--- config.mk ---
export PLATFORM = sky130hd
export DESIGN_NAME = gradient_noise_2d_eval_core
export DESIGN_NICKNAME = d
export VERILOG_FILES = /design/src/rtl/core/gn2_pkg.sv /design/src/rtl/core/gn2_ram.sv /design/src/rtl/core/gradient_noise_2d_eval_core.sv
export SDC_FILE = /design/constraint.sdc
export NUM_CORES = 2
export LEC_CHECK = 0
export ABC_AREA = 1
export BUFFER_PORTS_ARGS = -buffer_cell sky130_fd_sc_hd__buf_2
export CAP_MARGIN = 0
export CORE_ASPECT_RATIO = 1.25
export CORE_MARGIN = 2
export CORE_UTILIZATION = 48
export CTS_CLUSTER_DIAMETER = 80
export DETAILED_ROUTE_END_ITERATION = 10
export PLACE_DENSITY_LB_ADDON = 0.08
export SLEW_MARGIN = 30
export SYNTH_ARGS = -nofsm -noshare
export SYNTH_HDL_FRONTEND = slang
export SYNTH_SLANG_ARGS = --single-unit
--- constraint.sdc ---
create_clock -name clock -period 14.17 [get_ports clock]
set_clock_uncertainty 0.2 [all_clocks]
set_input_delay 1.417 -clock clock [delete_from_list [all_inputs] [get_ports clock]]
set_output_delay 1.417 -clock clock [all_outputs]
set_load 0.02 [all_outputs]
--- src/rtl/core/gn2_pkg.sv ---
// ----------------------------------------------------------------------------
// gn2_pkg: shared constants for the 2D gradient noise core
// Table geometry, fixed-point format and sequencer codes.
// ----------------------------------------------------------------------------
package gn2_pkg;
   localparam int TABLE_SIZE = 256;
   localparam int IDX_W      = 8;
   localparam int FRAC_BITS  = 16;
   localparam int OUT_W      = 19;

   localparam logic OP_EVAL  = 1'b0;
   localparam logic OP_WRITE = 1'b1;
endpackage

--- src/rtl/core/gn2_ram.sv ---
// ----------------------------------------------------------------------------
// gn2_ram: generic single-port RAM
// One write or one read per cycle, registered read data.
// ----------------------------------------------------------------------------
module gn2_ram #(
   parameter int WIDTH = 8,
   parameter int DEPTH = 256
) (
   input  logic                     clock,
   input  logic                     we,
   input  logic [$clog2(DEPTH)-1:0] addr,
   input  logic [WIDTH-1:0]         wdata,
   output logic [WIDTH-1:0]         rdata
);
   logic [WIDTH-1:0] mem [DEPTH];

   always_ff @(posedge clock) begin
      if (we) mem[addr] <= wdata;
      rdata <= mem[addr];
   end
endmodule

--- src/rtl/core/gradient_noise_2d_eval_core.sv ---
// ----------------------------------------------------------------------------
// gradient_noise_2d_eval_core: improved gradient noise at a 2D point
// Permutation table in a single-port RAM; one shared multiplier under a
// sequencer computes fades and lerps.
// ----------------------------------------------------------------------------
// Sequence: an evaluate request runs the fade steps, the table reads, the lerps and
//   the output step in that order; a write request is taken in S_IDLE. A new evaluate
//   request is accepted only once the last one has left S_OUT; writes go back to back,
//   also while a result waits in rsp_tdata. The ten chained table reads on one RAM port
//   and the single 18x21 multiplier set the pace. Reset: synchronous; a clearing pass
//   over all 256 entries loads the identity table, during which req_tready is low.
module gradient_noise_2d_eval_core
   import gn2_pkg::*;
(
   input  logic        clock,
   input  logic        reset,
   input  logic        req_tvalid,
   output logic        req_tready,
   input  logic [79:0] req_tdata,  // x_coord[31:0], y_coord[63:32],
                                   // entry_index[71:64], entry_value[79:72]
   input  logic        req_tuser,  // operation
   output logic        rsp_tvalid,
   input  logic        rsp_tready,
   output logic [23:0] rsp_tdata   // noise_value[18:0], zero fill
);
   localparam logic [4:0] S_INIT = 5'd0,  S_IDLE = 5'd1,  S_FADE = 5'd2,
                          S_RD   = 5'd3,  S_GRAD = 5'd4,  S_LERP = 5'd5,
                          S_OUT  = 5'd6;

   logic [4:0]  state_ff, state_in;
   logic [8:0]  cnt_ff, cnt_in;       // init sweep / micro step
   logic [7:0]  cx_ff, cy_ff, hx0_ff, hx1_ff;
   logic [16:0] fx_ff, fy_ff;
   logic signed [39:0] acc_ff [8];    // scratch: p,t2,t3,u / p,t2,t3,v, lerps
   logic signed [18:0] g_ff [4];
   logic signed [39:0] r_ff;
   logic        rv_ff;
   logic [18:0] out_ff;

   // shared multiplier operands
   logic signed [17:0] ma;
   logic signed [20:0] mb;
   logic signed [38:0] prod;
   logic signed [63:0] pfl;
   assign prod = ma * mb;
   assign pfl  = 64'(prod >>> FRAC_BITS);

   // RAM
   logic       ram_we;
   logic [7:0] ram_addr, ram_wd, ram_rd;
   gn2_ram #(.WIDTH(8), .DEPTH(TABLE_SIZE)) u_ram (
      .clock(clock), .we(ram_we), .addr(ram_addr), .wdata(ram_wd), .rdata(ram_rd)
   );

   function automatic logic signed [18:0] grad(input logic [3:0] h,
                                                input logic signed [17:0] dx,
                                                input logic signed [17:0] dy);
      logic signed [18:0] a, b;
      a = (h < 4'd8) ? 19'(dx) : 19'(dy);
      if (h < 4'd4) b = 19'(dy);
      else if (h == 4'd12 || h == 4'd14) b = 19'(dx);
      else b = '0;
      if (h[0]) a = -a;
      if (h[1]) b = -b;
      return a + b;
   endfunction

   logic signed [17:0] dx0, dx1, dy0, dy1;
   assign dx0 = 18'($signed({1'b0, fx_ff}));
   assign dy0 = 18'($signed({1'b0, fy_ff}));
   assign dx1 = dx0 - 18'sd65536;
   assign dy1 = dy0 - 18'sd65536;

   // micro step of fade: cnt[3]=axis, cnt[2:0]=step
   logic [16:0] tcur;
   assign tcur = cnt_ff[3] ? fy_ff : fx_ff;

   always_comb begin
      ma = '0; mb = '0;
      unique case (state_ff)
         S_FADE: begin
            unique case (cnt_ff[2:0])
               3'd0: begin ma = 18'(tcur); mb = 21'sd983040 - 21'(tcur) * 21'sd6; end
               3'd1: begin ma = 18'(tcur); mb = 21'(tcur); end
               3'd2: begin ma = 18'(acc_ff[{cnt_ff[3], 2'd1}]); mb = 21'(tcur); end
               default: begin ma = 18'(acc_ff[{cnt_ff[3], 2'd2}]);
                              mb = 21'(acc_ff[{cnt_ff[3], 2'd0}]); end
            endcase
         end
         S_LERP: begin
            unique case (cnt_ff[1:0])
               2'd0: begin ma = 18'(acc_ff[3]); mb = 21'(g_ff[1]) - 21'(g_ff[0]); end
               2'd1: begin ma = 18'(acc_ff[3]); mb = 21'(g_ff[3]) - 21'(g_ff[2]); end
               default: begin ma = 18'(acc_ff[7]); mb = 21'(acc_ff[2] - acc_ff[1]); end
            endcase
         end
         default: ;
      endcase
   end

   logic req_ok;
   logic out_free;
   assign req_tready = (state_ff == S_IDLE);
   assign req_ok = req_tvalid && req_tready;
   assign out_free = !rv_ff || rsp_tready;

   // RAM address: chained reads, data in the cycle after its address
   always_comb begin
      ram_we = 1'b0; ram_addr = cnt_ff[7:0]; ram_wd = cnt_ff[7:0];
      unique case (state_ff)
         S_INIT: ram_we = 1'b1;
         S_IDLE: begin
            ram_we = req_ok && req_tuser == OP_WRITE;
            ram_addr = req_tdata[71:64];
            ram_wd = req_tdata[79:72];
         end
         S_RD: begin
            unique case (cnt_ff[3:0])
               4'd0: ram_addr = cx_ff;
               4'd1: ram_addr = cx_ff + 8'd1;
               4'd2: ram_addr = hx0_ff + cy_ff;
               4'd4: ram_addr = hx0_ff + cy_ff + 8'd1;
               4'd6: ram_addr = hx1_ff + cy_ff;
               4'd8: ram_addr = hx1_ff + cy_ff + 8'd1;
               default: ram_addr = ram_rd;                // second hop of a corner hash
            endcase
         end
         default: ;
      endcase
   end

   logic signed [39:0] rs;
   always_comb begin
      rs = r_ff;
      if (rs < -40'sd262144) rs = -40'sd262144;
      if (rs > 40'sd262143) rs = 40'sd262143;
   end

   always_comb begin
      state_in = state_ff;
      cnt_in = cnt_ff + 9'd1;
      unique case (state_ff)
         S_INIT: if (cnt_ff == 9'd255) state_in = S_IDLE;
         S_IDLE: begin
            cnt_in = '0;
            if (req_ok && req_tuser == OP_EVAL) state_in = S_FADE;
         end
         S_FADE: if (cnt_ff[2:0] == 3'd3) begin
            cnt_in = {5'd0, 4'b1000};
            if (cnt_ff[3]) begin state_in = S_RD; cnt_in = '0; end
         end
         S_RD: if (cnt_ff[3:0] == 4'd10) begin state_in = S_LERP; cnt_in = '0; end
         S_LERP: if (cnt_ff[1:0] == 2'd2) state_in = S_OUT;
         S_OUT: begin
            cnt_in = '0;
            if (out_free) state_in = S_IDLE;
         end
         default: state_in = S_IDLE;
      endcase
   end

   always_ff @(posedge clock) begin
      if (reset) begin
         state_ff <= S_INIT;
         cnt_ff   <= '0;
         rv_ff    <= 1'b0;
      end else begin
         state_ff <= state_in;
         cnt_ff   <= cnt_in;
         if (state_ff == S_OUT && out_free) rv_ff <= 1'b1;
         else if (rsp_tready) rv_ff <= 1'b0;
      end
   end

   always_ff @(posedge clock) begin
      if (req_ok) begin
         cx_ff <= req_tdata[23:16];
         cy_ff <= req_tdata[55:48];
         fx_ff <= {1'b0, req_tdata[15:0]};
         fy_ff <= {1'b0, req_tdata[47:32]};
      end
      if (state_ff == S_FADE) begin
         unique case (cnt_ff[2:0])
            3'd0: acc_ff[{cnt_ff[3], 2'd0}] <= 40'sd655360 - 40'(pfl);
            3'd1: acc_ff[{cnt_ff[3], 2'd1}] <= 40'(pfl);
            3'd2: acc_ff[{cnt_ff[3], 2'd2}] <= 40'(pfl);
            default: acc_ff[{cnt_ff[3], 2'd3}] <= 40'(pfl);
         endcase
      end
      if (state_ff == S_RD) begin
         unique case (cnt_ff[3:0])
            4'd1: hx0_ff <= ram_rd;
            4'd2: hx1_ff <= ram_rd;
            4'd4: g_ff[0] <= grad(ram_rd[3:0], dx0, dy0);
            4'd6: g_ff[2] <= grad(ram_rd[3:0], dx0, dy1);
            4'd8: g_ff[1] <= grad(ram_rd[3:0], dx1, dy0);
            4'd10: g_ff[3] <= grad(ram_rd[3:0], dx1, dy1);
            default: ;
         endcase
      end
      if (state_ff == S_LERP) begin
         unique case (cnt_ff[1:0])
            2'd0: acc_ff[1] <= 40'(g_ff[0]) + 40'(pfl);
            2'd1: acc_ff[2] <= 40'(g_ff[2]) + 40'(pfl);
            default: r_ff <= acc_ff[1] + 40'(pfl);
         endcase
      end
      if (state_ff == S_OUT && out_free) out_ff <= rs[18:0];
   end

   assign rsp_tvalid = rv_ff;
   assign rsp_tdata  = {5'd0, out_ff};

   a_no_accept_busy: assert property (@(posedge clock) disable iff (reset)
      (state_ff != S_IDLE) |-> !req_tready) else $error("accept while busy");
   a_out_from_seq: assert property (@(posedge clock) disable iff (reset)
      $rose(rsp_tvalid) |-> $past(state_ff) == S_OUT) else $error("stray result");
   a_init_done: assert property (@(posedge clock) disable iff (reset)
      (state_ff == S_INIT) |-> !rsp_tvalid) else $error("result during init");
   a_rsp_hold: assert property (@(posedge clock) disable iff (reset)
      rsp_tvalid && !rsp_tready |=> rsp_tvalid && $stable(rsp_tdata))
      else $error("result changed while waiting");
endmodule
==> metrics list <==
- The run finished with clean final reports.
* Max Root-Sink Buffers: 4
* Area Overhead vs Synth: 9.54%
* Busiest layer in global routing: met2
- Most instantiated flip-flop cell in the synthesis netlist: edfxtp_1
* Congestion Overflow GR: 0
- First-pass GRT wire length: 571 mm
- P_leak: 60.5 nW
- Wirelength per Cell: ~22 um
- For this run, asynchronously set or reset flops after synthesis account for 0.
- The number of hold-slack violations in the final timing report came to 0.
- For this block, the routed nets add up to about 380 mm of wire.
* Number of cells in the finished layout apart from fillers: roughly 17,000
* Initial antenna violation count: 15
- After the first detailed-routing iteration, the DRC count stood at between 9,000 and 10,000.
* Slowest stage cell, crit path: dfxtp_2
- Via density per instance: approximately 5.3
* Number of nets in the layout: about 14,000
- Setup violations remaining at the end of the flow were counted as 0.
- The via count of the first global-routing pass was slightly above 90,000.
- Count of flip-flops with a built-in enable after synthesis: between 2,000 and 2,500
* Power per standard cell area: about 190 nW/um^2
- In the routed design, unresolved DRC markers number 0.
- Num Clock Sinks: 2,427
* Largest net degree at the start of global routing: about 180
* Initial standard-cell utilization of the core: 0.482
* Placeable core region: approximately 260,000 um^2
- In this run the core area contains about 210 standard-cell rows.
- For this run, the total global-route usage over all layers was measured as 0.281.
* Class of the most critical hold timing path: reg -> reg
* VDD IR-drop max: 0.000347 V
- TritonCTS clock tree: yes
- The filler cells instantiated in the layout total between 20,000 and 25,000.
* Count of yosys warnings during synthesis: 0
- From bottom edge to top edge, the die measures 580 um.
- The multi-input combinational cells in the finished layout cover a total of between 40,000 and 50,000 um^2.
* Cells on worst reg2reg path: 50
- Launching element type of the critical path: flip-flop
* Routed via count: 92,600
- Count of final max-slew check failures: 0
- Once the clock tree was built, the setup fixing pass inserted 0 buffers.
- CP arrival: ~14 ns
- Slew at the pin with the worst max-slew slack: 1.01 ns
* Relative max-transition margin: 0.326
- In this design, the largest share of critical-path delay is due to adder cells.
- After clock tree synthesis, the flow added hold-fix buffers numbering 0.
- Instance count of the mapped netlist: 13,700
* Number of gates on the worst path with buffers counted: 50
- Most frequent standard cell in the layout excluding fill and tap cells: nand2_1
- Kind of end point of the critical path: flip-flop
- The clock reaches the later pin of the worst-skew pair after between 0.9 and 1 ns.
- The pre-antenna-repair detailed-routing pass consisted of 8 iterations.
- The die covers 270,000 um^2.
- Post-placement cell area: 131,000 um^2
- Total of max-cap violations: 0
- In the global route stage, met1 resource usage came out at 0.379.
- Critical path required time: approximately 15 ns
* DPL Wire Length: roughly 250 mm
- Of the cells placed in the final design, the portion with a size suffix greater than 1 is 0.0565.
- Counting tap cells, the placed design contains a total of roughly 17,000 instances.
* Count of boundary I/O pins: ~110
- Cell area after technology mapping: around 130,000 um^2
- Hold depth: 2
- For this run, the slowest stage of the critical path takes around 0.7 ns.
- Number of gates resized after cts: 0
- Buffers on Ports: 89
* Biggest fanout along the worst timing path: 33
* Final worst path period share: 0.929
- Final min period: between 10 and 15 ns
- Among the stages of the critical path, the cell type that occurs most often is inv_1.
- Fraction of met2 tracks used by global routing: 0.465
- For the final routed database, the setup TNS stands at 0 ns.
* Maximum achievable frequency: ~0.076 GHz
- Area of all placed cells without fillers: around 140,000 um^2
* Gp weighted congestion: between 0.9 and 1
- In this run, distinct cell masters in the synthesized netlist total between 60 and 70.
* Die Wd: roughly 460 um
- Synthesis-stage register bit count: ~2,400
* Detail Route Antenna Nets: 0
* Sequential fraction of the synthesis area: 0.571
- After clock tree synthesis, the clock-pin slew on the worst setup and hold paths is around 0.070 ns.
- The cell sitting at the root of the clock tree is a clkbuf_16.
* CP Buf/Inv Count: 9
- Type of the worst setup path: reg -> reg
- Each instance of the synthesized netlist takes up on average just over 9 um^2.
* Unrepaired setup endpoints after global routing: no
* Area used by sequential logic in the layout: between 70,000 and 80,000 um^2
- In the layout the commonest cells are nand2_1 (7,006), edfxtp_1 (2,406), inv_1 (930), nor2_1 (661), fa_1 (386).
- The number of clock buffers added by TritonCTS is about 250.
- Global-route met3 utilization: 0.0348
* Maximum level of the CTS H-tree: 4
[sequential cells by signal, summed over array words and instances (netlist names), 9 cells and up]
name	cells
acc_ff	159
cnt_ff	9
u_ram.mem	2048
fx_ff	16
out_ff	19
r_ff	40
fy_ff	16
g_ff	76
[worst register-to-register path, delay by kind of cell (launching register included)]
| kind | cells | cell delay, ns |
|---|---|---|
| buffers and inverters | 9 | 0.71 |
| flip-flops | 1 | 0.71 |
| AND/OR/NAND/NOR | 14 | 2.16 |
| AO/OA/AOI/OAI | 14 | 3.52 |
| adder cells (fa/ha/maj) | 10 | 4.53 |
| XOR/XNOR | 3 | 1.16 |
[per-layer routing]
layer / part of all wire / vias up
met5: 0.000034 / -
met4: 0.041 / 2
met3: 0.067 / 641
met2: 0.48 / 3200
met1: 0.42 / 44700
li1: - / 44000
[path summary, 6_finish.rpt]
kind	startpoint	to	slack (ns)
max reg2reg	cnt_ff[3]$_SDFF_PP0_	r_ff[23]$_DFFE_PP_	1.00
min	r_ff[7]$_DFFE_PP_	out_ff[7]$_SDFFCE_PN1P_	0.20
min reg2reg	r_ff[7]$_DFFE_PP_	out_ff[7]$_SDFFCE_PN1P_	0.20
max	cnt_ff[3]$_SDFF_PP0_	r_ff[23]$_DFFE_PP_	1.00
[stage by stage]
step | hold slack (ns) | total power [mW] | worst slack (ns) | utilization
global placement | 0.259 | 19.8 | 1.18 | 0.498
global route | 0.201 | 27.9 | 0.0983 | 0.528
CTS | 0.190 | 26.5 | 1.15 | 0.528
detailed placement | 0.275 | 19.9 | 1.06 | 0.498
finish | 0.203 | 26.4 | 1.00 | 0.528
floorplan | 0.220 | 16.3 | 0.648 | -
[layout make-up]
class | instances | share of cell area
multi-input combinational | 9722 | 0.348
clock inverter | 150 | 0.0109
clock buffer | 296 | 0.0465
timing repair buffer | 285 | 0.0159
antenna | 16 | 0.000287
tap | 3514 | 0.0315
inverter | 956 | 0.0258
sequential | 2427 | 0.521
[synth_stat cells (28+ instances only)]
| master | number | area [um^2] |
|---|---|---|
| nand2_1 | 7026 | 26400 |
| edfxtp_1 | 2406 | 72200 |
| inv_1 | 930 | 3490 |
| nor2_1 | 675 | 2530 |
| fa_1 | 386 | 7730 |
| a21oi_1 | 325 | 1630 |
| buf_2 | 279 | 1400 |
| ha_1 | 266 | 3330 |
| o21ai_0 | 261 | 1310 |
| clkbuf_1 | 229 | 860 |
| nand3_1 | 182 | 911 |
| xor2_1 | 121 | 1060 |
| nand4_1 | 81 | 507 |
| xnor2_1 | 51 | 447 |
| nor3_1 | 47 | 235 |
| buf_1 | 39 | 146 |
| or2_2 | 33 | 206 |
| buf_4 | 28 | 210 |
[logic make-up after synthesis]
| kind of cell | after synthesis | synth area share |
|---|---|---|
| other cells | 1 | 0.0000294 |
| mux | 1 | 0.0000786 |
| simple gates | 8122 | 0.246 |
| flops | 2427 | 0.571 |
| fa+ha+maj | 652 | 0.0868 |
| compound gates | 769 | 0.0341 |
| buf+inv | 1550 | 0.0504 |
| xor+xnor | 173 | 0.0120 |
[power by group]
group / internal [mW] / leakage [nW] / switching [mW]
combinational: 2.75 / 34.3 / 8.23
clock: 3.76 / 3.93 / 2.81
sequential: 8.78 / 22.3 / 0.0765
(Power assumes the default switching activity.)
